$ cat src/hw/rtl/bsc_pkg.sv
package bsc_pkg;

  localparam int MAX_PATTERN_DEF = 256;
  localparam int FRAC_BITS_DEF   = 32;

  localparam int CFG_ADDR_W = 3;
  localparam int CFG_DATA_W = 18;

  localparam int FRAME_W   = 16;
  localparam int TEMPO_W   = 17;
  localparam int RATE_W    = 18;
  localparam int SWING_W   = 16;
  localparam int PLEN_W    = 9;
  localparam int SAMPLE_W  = 48;
  localparam int STEP_OUT_W = 8;
  localparam int WHOLE_W   = 32;

  localparam int PROD_W     = FRAME_W + TEMPO_W;
  localparam int DEN_W      = 32;
  localparam int ABS_STEP_W = WHOLE_W + 2;
  localparam int THR_W      = 19;

  localparam logic [TEMPO_W-1:0] TEMPO_RST = 17'd30720;
  localparam logic [RATE_W-1:0]  RATE_RST  = 18'd44100;
  localparam logic [SWING_W-1:0] SWING_RST = 16'd0;
  localparam logic [PLEN_W-1:0]  PLEN_RST  = 9'd16;

  // swing thresholds in units of 1/393216 beat, before adding swing
  localparam logic [THR_W-1:0] THR1_BASE = 19'd98304;
  localparam logic [THR_W-1:0] THR3_BASE = 19'd294912;

  typedef enum logic [CFG_ADDR_W-1:0] {
    CFG_RUN_ENABLE     = 3'd0,
    CFG_TEMPO_Q8       = 3'd1,
    CFG_SAMPLE_RATE_HZ = 3'd2,
    CFG_SWING_Q16      = 3'd3,
    CFG_PATTERN_STEPS  = 3'd4
  } bsc_cfg_idx_t;

  typedef enum logic [2:0] {
    S_IDLE,
    S_PREP,
    S_DIV_INC,
    S_ADD,
    S_STEP,
    S_MOD_START,
    S_DIV_MOD,
    S_FIN
  } bsc_state_t;

  typedef struct packed {
    logic capture;
    logic start_inc;
    logic add;
    logic step;
    logic start_mod;
    logic finish;
  } bsc_cmd_t;

  typedef struct packed {
    logic active;
    logic div_busy;
    logic out_free;
  } bsc_status_t;

  typedef struct packed {
    logic [FRAME_W-1:0] frame_count;
  } bsc_in_item_t;

  typedef struct packed {
    logic                  step_changed;
    logic [STEP_OUT_W-1:0] step_index;
    logic                  pattern_wrapped;
    logic [SAMPLE_W-1:0]   samples_played;
  } bsc_out_item_t;

endpackage

$ cat src/hw/rtl/bsc_ctrl.sv
module bsc_ctrl (
  input  logic                 clk,
  input  logic                 rst_n,
  input  logic                 in_valid,
  output logic                 in_ready,
  input  bsc_pkg::bsc_status_t st,
  output bsc_pkg::bsc_cmd_t    cmd
);

  bsc_pkg::bsc_state_t state_r, state_nxt;

  always_ff @(posedge clk) begin
    if (!rst_n) begin
      state_r <= bsc_pkg::S_IDLE;
    end else begin
      state_r <= state_nxt;
    end
  end

  always_comb begin
    state_nxt = state_r;
    cmd       = '0;
    in_ready  = 1'b0;
    case (state_r)
      bsc_pkg::S_IDLE: begin
        in_ready = 1'b1;
        if (in_valid) begin
          cmd.capture = 1'b1;
          state_nxt   = bsc_pkg::S_PREP;
        end
      end
      bsc_pkg::S_PREP: begin
        if (st.active) begin
          cmd.start_inc = 1'b1;
          state_nxt     = bsc_pkg::S_DIV_INC;
        end else begin
          state_nxt = bsc_pkg::S_FIN;
        end
      end
      bsc_pkg::S_DIV_INC: begin
        if (!st.div_busy) begin
          state_nxt = bsc_pkg::S_ADD;
        end
      end
      bsc_pkg::S_ADD: begin
        cmd.add   = 1'b1;
        state_nxt = bsc_pkg::S_STEP;
      end
      bsc_pkg::S_STEP: begin
        cmd.step  = 1'b1;
        state_nxt = bsc_pkg::S_MOD_START;
      end
      bsc_pkg::S_MOD_START: begin
        cmd.start_mod = 1'b1;
        state_nxt     = bsc_pkg::S_DIV_MOD;
      end
      bsc_pkg::S_DIV_MOD: begin
        if (!st.div_busy) begin
          state_nxt = bsc_pkg::S_FIN;
        end
      end
      bsc_pkg::S_FIN: begin
        if (st.out_free) begin
          cmd.finish = 1'b1;
          state_nxt  = bsc_pkg::S_IDLE;
        end
      end
      default: begin
        state_nxt = bsc_pkg::S_IDLE;
      end
    endcase
  end

endmodule
$ cat config.mk
export PLATFORM = sky130hd
export DESIGN_NAME = bsc_ctrl
export DESIGN_NICKNAME = d
export VERILOG_FILES = /design/src/hw/rtl/bsc_pkg.sv /design/src/hw/rtl/bsc_ctrl.sv
export SDC_FILE = /design/constraint.sdc
export NUM_CORES = 1
export LEC_CHECK = 0
export ABC_CLOCK_PERIOD_IN_PS = 2400
export BUFFER_PORTS_ARGS = -buffer_cell sky130_fd_sc_hd__buf_2
export CAP_MARGIN = 20
export CORE_AREA = 2 2 39 41
export DETAILED_ROUTE_END_ITERATION = 16
export DIE_AREA = 0 0 41 43
export GPL_TIMING_DRIVEN = 0
export HOLD_SLACK_MARGIN = 0.03
export PLACE_DENSITY_LB_ADDON = 0.1
export SETUP_SLACK_MARGIN = 0.05
export SYNTH_ARGS = -nofsm -noshare
export SYNTH_HDL_FRONTEND = slang
export SYNTH_SLANG_ARGS = --single-unit
$ cat constraint.sdc
create_clock -name clk -period 2.4 [get_ports clk]
set_input_delay 0.24 -clock clk [delete_from_list [all_inputs] [get_ports clk]]
set_output_delay 0.24 -clock clk [all_outputs]
set_load 0.005 [all_outputs]
## Word-level counts from Yosys, hierarchy flattened

Index checks and enable logic that the tools add are counted.

| operators by class | value |
|---|---|
| reductions and logical operators | 2 |
| eq/ne operators | 11 |
| multiplexer cells | 16 |

Operator list:

| operator | count |
|---|---|
| $pmux W3 S8 | 1 |
| $mux W3 | 5 |
| $eq A3 B3 Y1 const B | 4 |
| $mux W1 | 10 |
| $ne A2 B2 Y1 const B | 4 |
| $eq A3 B2 Y1 const B | 2 |
| $reduce_and A4 Y1 | 1 |
| $eq A3 B1 Y1 const B | 1 |
| $logic_not A3 Y1 | 1 |

| word-level totals | value |
|---|---|
| output and inout bits | 7 |
| flip-flop bits (word level) | 3 |
| logic and storage cells | 30 |
| input bits | 6 |

## Logic depth before layout (Yosys ltp)

| logic depth | value |
|---|---|
| depth in word-level cells | 3 |
| depth in mapped cells | 5 |
| depth with buffers taken out | 5 |

## Worst setup path before layout

No wires, ideal clock.

| timing | value |
|---|---|
| path kind | register -> register |
| start point | register state_r[0] |
| end point | register state_r[0] |
| cell stages (with the launch flop) | 6 |
| path slack | 1,058 ps |
| arrival | 1,263 ps |
| setup time | 79 ps |
| data required time | 2,321 ps |
| buffers on the path | 0 |
| period minus slack after synthesis | 1,342 ps |
| path through | dfxtp_1 -> inv_1 -> ha_1 -> or3b_1 -> and3_4 -> a211oi_2 |

| on the way | value |
|---|---|
| cells in the longest elaborated chain, start to end | 3 |
| elaborated cells on any way between the ends | 14 |
| those cells by class | eq/ne: 11; mux: 1; reduce/logical: 2 |

RTL lines:

| item | RTL line | text |
|---|---|---|
| start: declaration | bsc_ctrl.sv:10 | `bsc_pkg::bsc_state_t state_r, state_nxt;` |
| start signal: assignment | bsc_ctrl.sv:14 | `state_r <= bsc_pkg::S_IDLE;` |
| start signal: assignment | bsc_ctrl.sv:16 | `state_r <= state_nxt;` |
| $eq A3 B2 Y1 (tied with other cells) | bsc_ctrl.sv:24 | `case (state_r)` |
| $ne A2 B2 Y1 (no source line) | n/a |  |
| $reduce_and A4 Y1 (no source line) | n/a |  |

Parallel ways exist; a longest one is shown, timed or not.
A chain may end at the register's enable or synchronous reset.

==> impl_results.md <==
* Port bufs at 12
* First-pass GRT wire length at between 1000 and 1500 um
* RSZ-0062 raised after global routing: false
* Max layer used: met3
* CTS clock-pin slew for the worst setup and hold paths at 0.03 ns
* Post-DP HPWL at 568 um
* Fmax at between 600 and 700 MHz
* Worst Path Required at 2.16 ns
* Fin cells at 68
* Synthesized flop and latch total at 3
* EDFF count, synth at 0
* WL per Instance at 9.46 um
* Synthesized area at 299 um2
* Number of diodes at 0
* Final net count at 63
* Num CTS Buffers at 3
* # IOs at 13
* Status: finished, final reports clean
* Die Span Y at 43 um
* Synth unique cells at 21
* Setup crit start kind: flop
* Final hold vios at 0
* Max clock buf depth at 2
* Main combinational cell family by area after synthesis: simple AND/OR/NAND/NOR gates
* Crit Path Class: flop to output port
* Cell count after placement at 64
* Core area at around 0.0014 mm2
* Pins Over Slew Limit at 0
* Worst Tran Pin Value at 0.483 ns
* Synth Net Count at 46
* DR WL met3 at approximately 53 um
* Ranking of synthesized cells by area: dfxtp_1, ha_1, inv_1, and2_2, a211oi_2
* CTS Hold Buffers Added at 0
* Vias in the first global route at 266
* Mean Syn Cell Area at 8.31 um2
* Post-Synth XOR/XNOR Area at 0%
* Final ANT Viol Nets at 0
* Placer congestion estimate at about 0.67
* Routed wl met2 at 311 um
* Crit. End Element: output port
* # DRC at 0
* TritonCTS clock tree: built
* Simple-gate share of the synthesized area at 28.9%
* Most used DFF post-synth: dfxtp_1
* Via density at 4.46
* Slew Limit Headroom at 66.9%
* Row count at 14
* TritonRoute pass-1 iters at 2
* Minimum clock period at roughly 1.5 ns
* Initial Util at 21.6%
* Cell with the most instances after synthesis: inv_1
* PwrDens at 1030 mW/mm2
* Final setup violation count at 0
* Post-synth ARST share at 0%
* Crit path DAT at 1.28 ns
* Final design utilization at 29.3%
* DRT iter0 DRCs at 4
* Final WL at 643 um
* Initial antenna violation count at 0
* Synth top area share at 20.1%
* Via count of the routed design at 303
* Ys Warns at 0
* Full die area at between 0.0015 and 0.002 mm2
* Area Growth Syn to Fin at 35.6%
* Worst-Skew Late Latency at 0.23 ns
* Post-synthesis mux area share at 3.35%
* Hold WC Path Type: input pin to flop
* H-tree depth at 1
* Dominant cell type by area after synthesis: dfxtp_1
* Gates resized, CTS repair at 0
* Compound-Gate Fraction of Synth Area at about 22%
* Share of cells above drive strength 1 at 40.4%
* Pin count of the biggest net entering global routing at 9
* Largest regs: state_r: 3 flops
* Layout Skew at 0.000421 ns
* Synth top cells by count: inv_1, ha_1, dfxtp_1, nand2_1
* Post-synthesis sequential area ratio at 20.1%
* Fin Setup TNS at 0 ns
* Die Span X at 41 um
* Mapped Cells at 36
* CP Max Fanout at 5
* Grt total ovfl at 0
* Met1 Routed Length at 278 um
* Leak at 0.000219 uW
* Max reg flops at 3
* Synth Area in Adders at between 10% and 20%
* Setup Fix Bufs, Post-CTS at 0
* Maximum vdd ir drop at 263 uV
* Root buf cell: clkbuf_4
* Tcrit/Tclk final at between 60% and 70%
* Total track usage at 9.03%
* MaxCap Viol Count at 0
* Clk sinks at 3
* Largest reg by FF count: state_r
## logic make-up after synthesis
kind of cell    Yosys count
compound gates            8
simple gates             13
buf+inv                   7
fa+ha+maj                 4
flops                     3
mux                       1
## cells in the final DEF (no fill, tap or decap), drive strengths merged, types with 2 or more instances in the layout
master	netlist	routed
dfxtp	3	3
and3	4	4
inv	7	7
ha	4	4
clkbuf	0	4
buf	0	12
and2	2	2
nand2	3	3
## worst max-delay path, cell delays in order, from the launching register on
cell     delay [ns]
dfxtp_1        0.37
inv_1          0.08
ha_1           0.26
and2_2         0.22
buf_2          0.12
## through the flow
| step | instance area [um2] | hold slack [ns] | worst slack [ns] | power (uW) |
|---|---|---|---|---|
| 2_1_floorplan | 299 | 0.384 | 1.06 | 259 |
| 3_3_place_gp | 379 | 0.503 | 0.904 | 340 |
| 3_5_place_dp | 379 | 0.497 | 0.935 | 333 |
| 4_1_cts | 405 | 0.297 | 0.876 | 423 |
| 5_1_grt | 405 | 0.324 | 0.808 | 457 |
| 6_report | 405 | 0.301 | 0.884 | 416 |
## cell type report
cell class              count  area [um2]
inverters                   7        26.3
clock buffers               4        26.3
well taps                  16        20.0
repair buffers             12        60.1
fillers                   155         978
flip-flops and latches      3        60.1
multi-input cells          26         213
## layer usage
layer	global-route usage, %	vias to the layer above
li1	-	162
met1	9.29	132
met2	14.4	9
met3	4.71	0
met4	4.00	0
met5	0	-
## power by group
group	total, uW	switching, uW	internal, uW
combinational	235	118	117
sequential	95.5	25.1	70.4
clock	85.4	23.3	62.1
## final timing paths
check	start	to	slack (ns)	depth (start not counted)
min	rst_n	state_r[1]	0.30	3
max reg2reg	state_r[0]	state_r[0]	0.92	5
min reg2reg	state_r[1]	state_r[1]	0.50	2
max	state_r[0]	cmd[2]	0.88	4
No activity file was read; power rests on OpenSTA's default activity.
