$ cat config.mk
export PLATFORM = sky130hd
export DESIGN_NAME = bsc_datapath
export DESIGN_NICKNAME = d
export VERILOG_FILES = /design/src/hw/rtl/bsc_pkg.sv /design/src/hw/rtl/bsc_divider.sv /design/src/hw/rtl/bsc_datapath.sv
export SDC_FILE = /design/constraint.sdc
export NUM_CORES = 2
export LEC_CHECK = 0
export BUFFER_PORTS_ARGS = -buffer_cell sky130_fd_sc_hd__buf_2
export CAP_MARGIN = 30
export CORE_MARGIN = 2
export CORE_UTILIZATION = 30
export DETAILED_ROUTE_END_ITERATION = 12
export HOLD_SLACK_MARGIN = 0.15
export PLACE_DENSITY_LB_ADDON = 0.2
export RECOVER_POWER = 50
export SYNTH_ARGS = -nofsm -noshare
export SYNTH_HDL_FRONTEND = slang
export SYNTH_SLANG_ARGS = --single-unit
$ cat constraint.sdc
create_clock -name clk -period 10.8 [get_ports clk]
set_clock_uncertainty 0.1 [all_clocks]
set_input_delay 2.7 -clock clk [delete_from_list [all_inputs] [get_ports clk]]
set_output_delay 2.7 -clock clk [all_outputs]
set_load 0.005 [all_outputs]
$ cat src/hw/rtl/bsc_pkg.sv
package bsc_pkg;

  localparam int MAX_PATTERN_DEF = 256;
  localparam int FRAC_BITS_DEF   = 32;

  localparam int CFG_ADDR_W = 3;
  localparam int CFG_DATA_W = 18;

  localparam int FRAME_W   = 16;
  localparam int TEMPO_W   = 17;
  localparam int RATE_W    = 18;
  localparam int SWING_W   = 16;
  localparam int PLEN_W    = 9;
  localparam int SAMPLE_W  = 48;
  localparam int STEP_OUT_W = 8;
  localparam int WHOLE_W   = 32;

  localparam int PROD_W     = FRAME_W + TEMPO_W;
  localparam int DEN_W      = 32;
  localparam int ABS_STEP_W = WHOLE_W + 2;
  localparam int THR_W      = 19;

  localparam logic [TEMPO_W-1:0] TEMPO_RST = 17'd30720;
  localparam logic [RATE_W-1:0]  RATE_RST  = 18'd44100;
  localparam logic [SWING_W-1:0] SWING_RST = 16'd0;
  localparam logic [PLEN_W-1:0]  PLEN_RST  = 9'd16;

  // swing thresholds in units of 1/393216 beat, before adding swing
  localparam logic [THR_W-1:0] THR1_BASE = 19'd98304;
  localparam logic [THR_W-1:0] THR3_BASE = 19'd294912;

  typedef enum logic [CFG_ADDR_W-1:0] {
    CFG_RUN_ENABLE     = 3'd0,
    CFG_TEMPO_Q8       = 3'd1,
    CFG_SAMPLE_RATE_HZ = 3'd2,
    CFG_SWING_Q16      = 3'd3,
    CFG_PATTERN_STEPS  = 3'd4
  } bsc_cfg_idx_t;

  typedef enum logic [2:0] {
    S_IDLE,
    S_PREP,
    S_DIV_INC,
    S_ADD,
    S_STEP,
    S_MOD_START,
    S_DIV_MOD,
    S_FIN
  } bsc_state_t;

  typedef struct packed {
    logic capture;
    logic start_inc;
    logic add;
    logic step;
    logic start_mod;
    logic finish;
  } bsc_cmd_t;

  typedef struct packed {
    logic active;
    logic div_busy;
    logic out_free;
  } bsc_status_t;

  typedef struct packed {
    logic [FRAME_W-1:0] frame_count;
  } bsc_in_item_t;

  typedef struct packed {
    logic                  step_changed;
    logic [STEP_OUT_W-1:0] step_index;
    logic                  pattern_wrapped;
    logic [SAMPLE_W-1:0]   samples_played;
  } bsc_out_item_t;

endpackage

$ cat src/hw/rtl/bsc_divider.sv
module bsc_divider #(
  parameter int DW = 65,
  parameter int VW = 32,
  localparam int CW = $clog2(DW + 1)
) (
  input  logic          clk,
  input  logic          rst_n,
  input  logic          start,
  input  logic [DW-1:0] dividend,
  input  logic [VW-1:0] divisor,
  input  logic [CW-1:0] count,
  output logic          busy,
  output logic [DW-1:0] quotient,
  output logic [VW-1:0] remainder
);

  logic [VW-1:0] rem_r, rem_nxt;
  logic [DW-1:0] dq_r, dq_nxt;
  logic [VW-1:0] dsor_r;
  logic [CW-1:0] cnt_r;
  logic          busy_r;
  logic [VW:0]   trial;
  logic [VW:0]   diff;
  logic          ge;

  // one restoring step per cycle
  always_comb begin
    trial   = {rem_r, dq_r[DW-1]};
    diff    = trial - {1'b0, dsor_r};
    ge      = trial >= {1'b0, dsor_r};
    rem_nxt = ge ? diff[VW-1:0] : trial[VW-1:0];
    dq_nxt  = {dq_r[DW-2:0], ge};
  end

  always_ff @(posedge clk) begin
    if (!rst_n) begin
      busy_r <= 1'b0;
      cnt_r  <= '0;
    end else if (start) begin
      busy_r <= 1'b1;
      cnt_r  <= count;
    end else if (busy_r) begin
      cnt_r <= cnt_r - CW'(1);
      if (cnt_r == CW'(1)) begin
        busy_r <= 1'b0;
      end
    end
  end

  always_ff @(posedge clk) begin
    if (start) begin
      rem_r  <= '0;
      dq_r   <= dividend;
      dsor_r <= divisor;
    end else if (busy_r) begin
      rem_r <= rem_nxt;
      dq_r  <= dq_nxt;
    end
  end

  assign busy      = busy_r;
  assign quotient  = dq_r;
  assign remainder = rem_r;

endmodule

$ cat src/hw/rtl/bsc_datapath.sv
module bsc_datapath #(
  parameter int MAX_PATTERN = bsc_pkg::MAX_PATTERN_DEF,
  parameter int FRAC_BITS   = bsc_pkg::FRAC_BITS_DEF
) (
  input  logic                              clk,
  input  logic                              rst_n,
  input  logic                              cfg_wr_en,
  input  logic [bsc_pkg::CFG_ADDR_W-1:0]    cfg_addr,
  input  logic [bsc_pkg::CFG_DATA_W-1:0]    cfg_wdata,
  input  logic [bsc_pkg::FRAME_W-1:0]       frame_count,
  input  bsc_pkg::bsc_cmd_t                 cmd,
  output bsc_pkg::bsc_status_t              st,
  output logic                              out_valid,
  input  logic                              out_ready,
  output bsc_pkg::bsc_out_item_t            out_data
);

  localparam int LEN_CAP = (MAX_PATTERN < 511) ? MAX_PATTERN : 511;
  localparam int STEP_W  = $clog2(LEN_CAP);
  localparam int INC_W   = bsc_pkg::WHOLE_W + FRAC_BITS;
  localparam int DW      = bsc_pkg::PROD_W + FRAC_BITS;
  localparam int CW      = $clog2(DW + 1);
  localparam int LHS_W   = FRAC_BITS + bsc_pkg::THR_W;

  // configuration
  logic                          run_r;
  logic [bsc_pkg::TEMPO_W-1:0]   tempo_r;
  logic [bsc_pkg::RATE_W-1:0]    rate_r;
  logic [bsc_pkg::SWING_W-1:0]   swing_r;
  logic [bsc_pkg::PLEN_W-1:0]    plen_r;

  // per request
  logic [bsc_pkg::FRAME_W-1:0]   frames_r;
  logic [bsc_pkg::PROD_W-1:0]    prod_r;
  logic [bsc_pkg::DEN_W-1:0]     den_r;
  logic                          active_r;
  logic [bsc_pkg::PLEN_W-1:0]    len_r;
  logic [bsc_pkg::ABS_STEP_W-1:0] abs_r;

  // clock state
  logic [INC_W-1:0]              beat_r, beat_nxt;
  logic [bsc_pkg::SAMPLE_W-1:0]  sample_r, sample_nxt;
  logic [STEP_W-1:0]             step_r, step_nxt;
  logic                          wrap_r, wrap_nxt;
  logic                          changed;

  bsc_pkg::bsc_out_item_t        out_r;
  logic                          out_valid_r;

  logic [bsc_pkg::PLEN_W-1:0]    len_eff;
  logic [bsc_pkg::RATE_W-1:0]    rate_eff;
  logic [bsc_pkg::DEN_W-1:0]     rate32;
  logic [bsc_pkg::DEN_W-1:0]     den;

  logic                          div_start;
  logic [DW-1:0]                 div_dividend;
  logic [bsc_pkg::DEN_W-1:0]     div_divisor;
  logic [CW-1:0]                 div_count;
  logic                          div_busy;
  logic [DW-1:0]                 div_quo;
  logic [bsc_pkg::DEN_W-1:0]     div_rem;

  logic [FRAC_BITS-1:0]          frac;
  logic [FRAC_BITS+2:0]          frac6;
  logic [LHS_W-1:0]              lhs;
  logic [bsc_pkg::THR_W-1:0]     thr1;
  logic [bsc_pkg::THR_W-1:0]     thr3;
  logic [1:0]                    sib;
  logic [STEP_W-1:0]             mod_step;

  always_ff @(posedge clk) begin
    if (!rst_n) begin
      run_r   <= 1'b0;
      tempo_r <= bsc_pkg::TEMPO_RST;
      rate_r  <= bsc_pkg::RATE_RST;
      swing_r <= bsc_pkg::SWING_RST;
      plen_r  <= bsc_pkg::PLEN_RST;
    end else if (cfg_wr_en) begin
      case (cfg_addr)
        bsc_pkg::CFG_RUN_ENABLE:     run_r   <= cfg_wdata[0];
        bsc_pkg::CFG_TEMPO_Q8:       tempo_r <= cfg_wdata[bsc_pkg::TEMPO_W-1:0];
        bsc_pkg::CFG_SAMPLE_RATE_HZ: rate_r  <= cfg_wdata[bsc_pkg::RATE_W-1:0];
        bsc_pkg::CFG_SWING_Q16:      swing_r <= cfg_wdata[bsc_pkg::SWING_W-1:0];
        bsc_pkg::CFG_PATTERN_STEPS:  plen_r  <= cfg_wdata[bsc_pkg::PLEN_W-1:0];
        default: ;
      endcase
    end
  end

  // denominator 15360 * rate as (rate * 15) << 10
  always_comb begin
    len_eff  = (plen_r > bsc_pkg::PLEN_W'(LEN_CAP)) ? bsc_pkg::PLEN_W'(LEN_CAP) : plen_r;
    rate_eff = (rate_r == '0) ? bsc_pkg::RATE_W'(1) : rate_r;
    rate32   = bsc_pkg::DEN_W'(rate_eff);
    den      = ((rate32 << 4) - rate32) << 10;
  end

  always_ff @(posedge clk) begin
    if (cmd.capture) begin
      frames_r <= frame_count;
      prod_r   <= bsc_pkg::PROD_W'(frame_count) * bsc_pkg::PROD_W'(tempo_r);
      den_r    <= den;
      len_r    <= len_eff;
    end
    if (cmd.step) begin
      abs_r <= {beat_r[INC_W-1:FRAC_BITS], sib};
    end
  end

  always_ff @(posedge clk) begin
    if (!rst_n) begin
      active_r <= 1'b0;
    end else if (cmd.capture) begin
      active_r <= run_r && (len_eff != '0);
    end
  end

  always_comb begin
    div_start    = cmd.start_inc || cmd.start_mod;
    div_dividend = cmd.start_inc ? {prod_r, {FRAC_BITS{1'b0}}}
                                 : {abs_r, {(DW - bsc_pkg::ABS_STEP_W){1'b0}}};
    div_divisor  = cmd.start_inc ? den_r : bsc_pkg::DEN_W'(len_r);
    div_count    = cmd.start_inc ? CW'(DW) : CW'(bsc_pkg::ABS_STEP_W);
  end

  bsc_divider #(
    .DW (DW),
    .VW (bsc_pkg::DEN_W)
  ) u_div (
    .clk       (clk),
    .rst_n     (rst_n),
    .start     (div_start),
    .dividend  (div_dividend),
    .divisor   (div_divisor),
    .count     (div_count),
    .busy      (div_busy),
    .quotient  (div_quo),
    .remainder (div_rem)
  );

  // step within the beat, odd boundaries delayed by swing
  always_comb begin
    frac  = beat_r[FRAC_BITS-1:0];
    frac6 = ({3'b000, frac} << 2) + ({3'b000, frac} << 1);
    lhs   = {frac6, 16'h0000};
    thr1  = bsc_pkg::THR1_BASE + bsc_pkg::THR_W'(swing_r);
    thr3  = bsc_pkg::THR3_BASE + bsc_pkg::THR_W'(swing_r);
    if (lhs < {thr1, {FRAC_BITS{1'b0}}}) begin
      sib = 2'd0;
    end else if (!frac[FRAC_BITS-1]) begin
      sib = 2'd1;
    end else if (lhs < {thr3, {FRAC_BITS{1'b0}}}) begin
      sib = 2'd2;
    end else begin
      sib = 2'd3;
    end
  end

  always_comb begin
    beat_nxt   = beat_r;
    sample_nxt = sample_r;
    step_nxt   = step_r;
    wrap_nxt   = wrap_r;
    mod_step   = div_rem[STEP_W-1:0];
    changed    = active_r && (mod_step != step_r);
    if (cmd.add) begin
      beat_nxt   = beat_r + div_quo[INC_W-1:0];
      sample_nxt = sample_r + bsc_pkg::SAMPLE_W'(frames_r);
    end
    if (cmd.finish && active_r) begin
      step_nxt = mod_step;
      wrap_nxt = wrap_r || (changed && (mod_step == '0));
    end
  end

  always_ff @(posedge clk) begin
    if (!rst_n) begin
      beat_r   <= '0;
      sample_r <= '0;
      step_r   <= '0;
      wrap_r   <= 1'b0;
    end else begin
      beat_r   <= beat_nxt;
      sample_r <= sample_nxt;
      step_r   <= step_nxt;
      wrap_r   <= wrap_nxt;
    end
  end

  // result register
  always_ff @(posedge clk) begin
    if (!rst_n) begin
      out_valid_r <= 1'b0;
    end else if (cmd.finish) begin
      out_valid_r <= 1'b1;
    end else if (out_ready) begin
      out_valid_r <= 1'b0;
    end
  end

  always_ff @(posedge clk) begin
    if (cmd.finish) begin
      out_r.step_changed    <= changed;
      out_r.step_index      <= bsc_pkg::STEP_OUT_W'(step_nxt);
      out_r.pattern_wrapped <= wrap_nxt;
      out_r.samples_played  <= sample_r;
    end
  end

  assign out_valid   = out_valid_r;
  assign out_data    = out_r;
  assign st.active   = active_r;
  assign st.div_busy = div_busy;
  assign st.out_free = !out_valid_r || out_ready;

  a_div_start_free: assert property (@(posedge clk) disable iff (!rst_n)
    (cmd.start_inc || cmd.start_mod) |-> !div_busy)
    else $error("divider started while busy");

  a_step_in_range: assert property (@(posedge clk) disable iff (!rst_n)
    (cmd.finish && active_r) |=> (bsc_pkg::PLEN_W'(step_r) < len_r))
    else $error("step index not below pattern length");

  a_wrap_sticky: assert property (@(posedge clk) disable iff (!rst_n)
    wrap_r |=> wrap_r)
    else $error("wrap flag cleared outside reset");

  a_samples_hold: assert property (@(posedge clk) disable iff (!rst_n)
    !cmd.add |=> $stable(sample_r))
    else $error("sample total moved without an add");

endmodule

; After elaboration in Yosys (flattened, before gate mapping)
; Cells that the tools add are included.
; W data, S select, Z words.
[totals]
regBits = 492
input_bits = 47
output_inout_bits = 62
elab_cells = 86
[op_classes]
n_addsub = 8
n_mul = 1
magnitude_cmp = 4
n_eq_ne = 6
muxes = 18
n_bitwise = 1
n_reduce_logical = 20
[ops]
columns = op, n
row1 = $mux W65, 3
row2 = $add A64 B64 Y64, 1
row3 = $lt A51 B50 Y1, 1
row4 = $lt A51 B51 Y1, 1
row5 = $add A48 B16 Y48, 1
row6 = $add A34 B33 Y35, 1
row7 = $ge A33 B32 Y1, 1
row8 = $mul A16 B17 Y33, 1
row9 = $mux W32, 1
row10 = $sub A32 B32 Y32, 1
row11 = $sub A22 B18 Y22, 1
row12 = $mux W7, 3
row13 = $add A19 B16 Y19 const A, 1
row14 = $add A17 B16 Y18 const A, 1
row15 = $logic_not A18 Y1, 1
row16 = $mux W18, 1
row17 = $reduce_and A2 Y1, 5
row18 = $gt A9 B9 Y1 const B, 1
row19 = $mux W9, 1
row20 = $reduce_bool A9 Y1, 1
row21 = $logic_not A8 Y1, 1
row22 = $mux W1, 8
row23 = $mux W8, 1
row24 = $ne A8 B8 Y1, 1
row25 = 12 further kinds, 19

; Longest topological paths before layout
[logic_depth]
word_depth = 5
ltp_mapped = 26

; Modules after synthesis
; A second synthesis with hierarchy kept.
[hier_totals]
hier_cells = 3746
area_unflattened_um2 = 36040.8
[modules_own_cells]
columns = mod, instances, cells_per_inst, area_per_inst_um2
row1 = bsc_datapath, 1, 3068, 28512.3
row2 = bsc_divider, 1, 678, 7528.5

; Worst setup path after synthesis
; Ideal clock, no wire load.
[synth_timing]
kind = input to register
start = in frame_count[8] (netlist bit)
end = reg prod_r[32] (netlist bit), data pin
setup_time_ns = 0.260
t_arrival_ns = 8.350
t_required_ns = 10.440
setup_slack_ns = 2.090
stages = 26
path_buffers = 3
path_cell_list = clkbuf_1 -> clkbuf_1 -> nand2_1 -> fa_1 -> inv_1 -> fa_1 -> inv_1 -> fa_1 -> inv_1 -> fa_1 -> fa_1 -> inv_1 -> fa_1 -> inv_1 -> ha_1 -> clkbuf_1 -> a21oi_1 -> nor2_1 -> o21ai_0 -> o21ai_1 -> o21a_1 -> a211oi_2 -> o21a_1 -> nand2_1 -> a31oi_1 -> xnor2_1
[synth_between]
elab_chain_len = 1
[synth_rtl]
columns = item, line_no
row1 = "start, declared", bsc_datapath.sv:10  ; input logic [bsc_pkg::FRAME_W-1:0] frame_count,
row2 = $mul A16 B17 Y33, bsc_datapath.sv:101  ; prod_r <= bsc_pkg::PROD_W'(frame_count) * bsc_pkg::PROD_W'(tempo_r);
row3 = "end signal, assigned", bsc_datapath.sv:101
row4 = "end, declared", bsc_datapath.sv:34  ; logic [bsc_pkg::PROD_W-1:0] prod_r;
; Every way passes these cells.
; A chain may end at the register's enable or synchronous reset.

; Final worst setup path
[layout_timing]
start = in frame_count[9] (netlist bit)
end = reg prod_r[32] (netlist bit), data pin
; Same word-level chain as after synthesis.

==> flow_results.org <==
** Status
- Outcome :: finished with violations
- The checks that failed: capacitance limit, slew limit.

** Die
- Number of top-level pins :: 109
- The die is around 350 um tall.
- For this configuration, the core starts out at a cell density of 0.3022.
- The floorplan step defined a core boundary enclosing around 120000 um2.
- Number of core rows :: 126
- Area of the die :: 121700 um2
- The floorplan step set the die width to around 350 um.

** Setup path
- In this design, the stage delay of the slowest critical-path cell is 0.81 ns.
- Setup crit end kind :: flip-flop
- Most Frequent Cell on Critical Path :: sky130_fd_sc_hd__fa_1
- The setup path with the least slack is of type input pin to flip-flop.
- On the critical path, the stage with the largest delay is an instance of sky130_fd_sc_hd__clkbuf_1.
- For the worst setup path, the data arrival time is roughly 9.2 ns.
- Crit path required time :: between 10 and 15 ns
- Number of buffers and inverters on the critical path :: 6
- Cell type group with the largest total delay on the critical path :: adder cells
- Traced cell by cell, the critical path runs through clkbuf_1 > nand2_1 > fa_1 > inv_1 > fa_1 > inv_1 > fa_1 > inv_1 > fa_1 > fa_1 > inv_1 > fa_1 > inv_1 > ha_1 > a21oi_1 > nor2_1 > o21ai_0 > o21ai_1 > o21a_1 > a211oi_2 > o21a_1 > nand2_1 > a31oi_1 > xnor2_1.
- CP startpoint kind :: input pin
- Along the worst path, the maximum fanout reaches 18.

** Layout
- Non-filler instance count after layout :: 5337
- Non-Filler Cell Area, Final :: just under 40000 um2
- The area growth from synthesis to layout is 11.43%.
- The final layout contains 4289 nets.
- Of the cells placed in the final design, the portion with a size suffix greater than 1 is 0.06925.
- Post-layout util :: 0.3368

** STA
- Based on the critical path, the design can be clocked at up to ~0.11 GHz.
- Post-route worst hold slack :: between 0.3 and 0.4 ns
- Setup total negative slack :: 0 ns
- Unrepaired setup endpoints after global routing :: false
- Worst relative slew slack :: -2.242
- Final number of setup-violating endpoints :: 0
- Worst slew pin tran :: roughly 5 ns
- Share of the clock period used by the worst path :: 0.8264
- The final hold violation count was 0.
- Setup slack on the critical path of the routed design comes to 1.875 ns.
- Final Critical Period :: around 8.9 ns
- The number of pins with negative max-slew slack in the final report came to 443.

** Drt
- Dividing the detail-routed via count by the number of cells gives around 4.8.
- First-pass iteration count of the detailed router :: 7
- The detail route stage leaves a number of antenna-violating nets equal to 0.
- For this block, the initial DRC count from the detailed router was 1318.
- After detailed routing, the number of remaining DRC violations is 0.
- The final layout contains routed wiring with a total length of 93580 um.
- Met2 WL :: around 42000 um
- Total number of vias :: 25720
- Sum of met3 wire segment lengths after detailed routing :: 3882 um
- The highest metal layer carrying signal wires in the routed design is met5.
- Met1 routed wirelength after detailed routing :: 46400 um
- After detailed routing, the average wire length per cell comes to ~18 um.

** Placed design
- Cells after DPL :: 5225
- Detailed Place HPWL :: 68820 um
- In this run the tool buffered the top-level ports with roughly 110 buffer cells.
- Routability congestion estimate :: ~0.8
- At the placement stage, the worst setup path has a slack of about 1.7 ns.
- Cell area after placement :: approximately 38000 um2

** Logic synthesis
- Number of standard cells after synthesis :: ~3700
- Distinct cell type count of the synthesized netlist :: about 90
- Dominant synthesized flop cell :: sky130_fd_sc_hd__edfxtp_1
- During synthesis, Yosys emitted a total of 0 warnings.
- Count of flip-flops with a built-in enable after synthesis :: 268
- Synthesis produced a netlist with a net count of 4267.
- Share of the yosys chip area belonging to registers :: 0.3512
- Dividing the synthesized area by the synthesized cell count gives ~9.6 um2.
- Yosys attributes the largest share of cell area to sky130_fd_sc_hd__edfxtp_1, sky130_fd_sc_hd__dfxtp_1, sky130_fd_sc_hd__fa_1, sky130_fd_sc_hd__ha_1, sky130_fd_sc_hd__nand2_1.
- Synth area leader :: sky130_fd_sc_hd__edfxtp_1
- Proportion of synthesized flip-flops having asynchronous set or reset :: 0
- In this run, synthesis produced a sequential element count of 492.
- The share of synthesized area in the top cell type comes to 0.2255.
- The cell area that synthesis handed to floorplanning was about 36000 um2.

** Global routing
- Global routing finished with a remaining overflow of 0.
- In the global route stage, overall resource usage came out at 0.1534.
- The first global-routing pass estimated between 100000 and 150000 um of wire.
- Number of antenna violations at the first check in global routing :: 9
- Pin count of the biggest net entering global routing :: approximately 120
- The via count of the first global-routing pass came to around 26000.

** Job
- Across the run, the number of max-cap violations was 8.

** Power and ir drop
- The design draws roughly 6.6 mW.
- Power density normalized to cell area :: between 150 and 200 nW/um2
- Leakage :: between 15 and 20 nW
- VDD sags by at most around 0.13 mV.

** Worst hold path
- Worst hold path type :: flip-flop to flip-flop

** CTS
- The number of clock buffers added by TritonCTS is 58.
- Clock tree from TritonCTS :: done
- Setup Buffers After CTS :: 0
- For this design, the CTS-stage hold fixing added 0 buffers.
- CTS built an H-tree with a depth of 2.
- Maximum root-to-sink buffer count :: 3
- Clock latency at the later pin of the worst-skew pair :: roughly 0.65 ns
- Post-cts gate resize count :: 0
- Clock slew seen by the registers of the worst setup and hold paths :: approximately 0.06 ns
- The clock drives between 400 and 500 sinks.
- CTS placed an instance of sky130_fd_sc_hd__clkbuf_16 at the clock tree root.
==> metal layers <==
metal	vias to the layer above	track usage
li1	12770	-
met1	12470	0.2202
met2	379	0.2493
met3	94	0.01921
met4	2	0.02569
met5	-	0
==> final cells by class <==
cell class	instances	area, um2
Timing Repair Buffer	139	839.6
Clock inverter	25	336.6
Fill cell	12170	78320
Antenna cell	3	7.507
Sequential cell	492	12530
Multi-Input combinational cell	2708	21140
Inverter	350	1314
Tap cell	1536	1922
Clock buffer	84	1670
==> layout by cell type, fill, tap and decap left out, types with 116 or more instances in the layout <==
master	instances
sky130_fd_sc_hd__a21oi_1	203
sky130_fd_sc_hd__and2_1	205
sky130_fd_sc_hd__dfxtp_1	223
sky130_fd_sc_hd__edfxtp_1	268
sky130_fd_sc_hd__fa_1	211
sky130_fd_sc_hd__ha_1	282
sky130_fd_sc_hd__inv_1	349
sky130_fd_sc_hd__nand2_1	438
sky130_fd_sc_hd__nor2_1	148
sky130_fd_sc_hd__o21ai_0	180
sky130_fd_sc_hd__xnor2_1	116
==> sequential cells by signal, summed over array words and instances, names as in the netlist, 18 cells and up <==
name             count
u_div.dsor_r        31
u_div.quotient      65
sample_r            48
den_r               22
beat_r              64
abs_r               34
out_data            58
rate_r              18
u_div.remainder     32
prod_r              33
==> synth_stat cells (all sizes together) (6+ instances only) <==
| cell | n |
|---|---|
| nand2 | 438 |
| o31a | 6 |
| dfxtp | 224 |
| and4 | 7 |
| nand3b | 10 |
| xnor2 | 116 |
| mux2 | 9 |
| mux2i | 101 |
| or3 | 15 |
| nor2b | 93 |
| or2 | 6 |
| nor3 | 38 |
| a21o | 84 |
| nor3b | 6 |
| a311oi | 8 |
| nand3 | 68 |
| o21ai | 197 |
| ha | 282 |
| a21oi | 205 |
| inv | 349 |
| o31ai | 9 |
| xor2 | 65 |
| fa | 211 |
| nor4 | 12 |
| o21a | 29 |
| a31oi | 23 |
| nor2 | 149 |
| a21boi | 73 |
| a211oi | 18 |
| clkbuf | 154 |
| buf | 23 |
| edfxtp | 268 |
| o21bai | 25 |
| nand2b | 24 |
| and3 | 29 |
| and2 | 222 |
| o211ai | 18 |
| nand4 | 43 |
| a31o | 10 |
==> cell families (layout without fill, tap and decap cells) <==
kind of cell,count (synthesis),count (layout),share of synthesized area
compound gates,751,751,0.1357
xor+xnor,181,181,0.04442
fa+ha+maj,493,493,0.2172
buf+inv,527,598,0.05659
flops,492,492,0.3512
mux,110,110,0.03117
other cells,0,3,0
simple gates,1173,1173,0.1637
==> final timing paths <==
kind                                          endpoint  cells after the start                       from  slack, ns
worst min register to register  out_data[38]$_DFFE_PP_                      0  sample_r[38]$_SDFFE_PN0P_       0.35
worst max register to register    prod_r[29]$_DFFE_PP_                     26    tempo_r[2]$_SDFFE_PN0P_       4.10
worst max-delay path              prod_r[32]$_DFFE_PP_                     24             frame_count[9]       1.87
worst min-delay path            out_data[38]$_DFFE_PP_                      0  sample_r[38]$_SDFFE_PN0P_       0.35
==> report_power, final <==
group / switching, mW / internal [mW]
Clock: 0.846 / 1.22
Combinational: 1.23 / 0.871
Sequential: 0.130 / 2.26
Total: 2.20 / 4.35
==> worst reg2reg max path, cell delays in order (launching register included) <==
cell	delay, ns
sky130_fd_sc_hd__dfxtp_1	0.29
sky130_fd_sc_hd__buf_4	0.22
sky130_fd_sc_hd__and2_1	0.23
sky130_fd_sc_hd__fa_1	0.53
sky130_fd_sc_hd__inv_1	0.06
sky130_fd_sc_hd__fa_1	0.47
sky130_fd_sc_hd__inv_1	0.07
sky130_fd_sc_hd__ha_1	0.13
sky130_fd_sc_hd__inv_1	0.05
sky130_fd_sc_hd__fa_1	0.53
sky130_fd_sc_hd__inv_1	0.05
sky130_fd_sc_hd__fa_1	0.47
sky130_fd_sc_hd__inv_1	0.05
sky130_fd_sc_hd__fa_1	0.52
sky130_fd_sc_hd__inv_1	0.04
sky130_fd_sc_hd__ha_1	0.36
sky130_fd_sc_hd__a2111oi_2	0.32
sky130_fd_sc_hd__o21ai_1	0.18
sky130_fd_sc_hd__a311oi_2	0.36
sky130_fd_sc_hd__o31ai_1	0.21
sky130_fd_sc_hd__o41ai_4	0.39
sky130_fd_sc_hd__o21ai_1	0.15
sky130_fd_sc_hd__o21a_1	0.21
sky130_fd_sc_hd__o21ai_1	0.12
sky130_fd_sc_hd__nand2b_1	0.10
sky130_fd_sc_hd__a21oi_2	0.15
sky130_fd_sc_hd__xnor2_1	0.09
No activity file was read; power rests on OpenSTA's default activity.
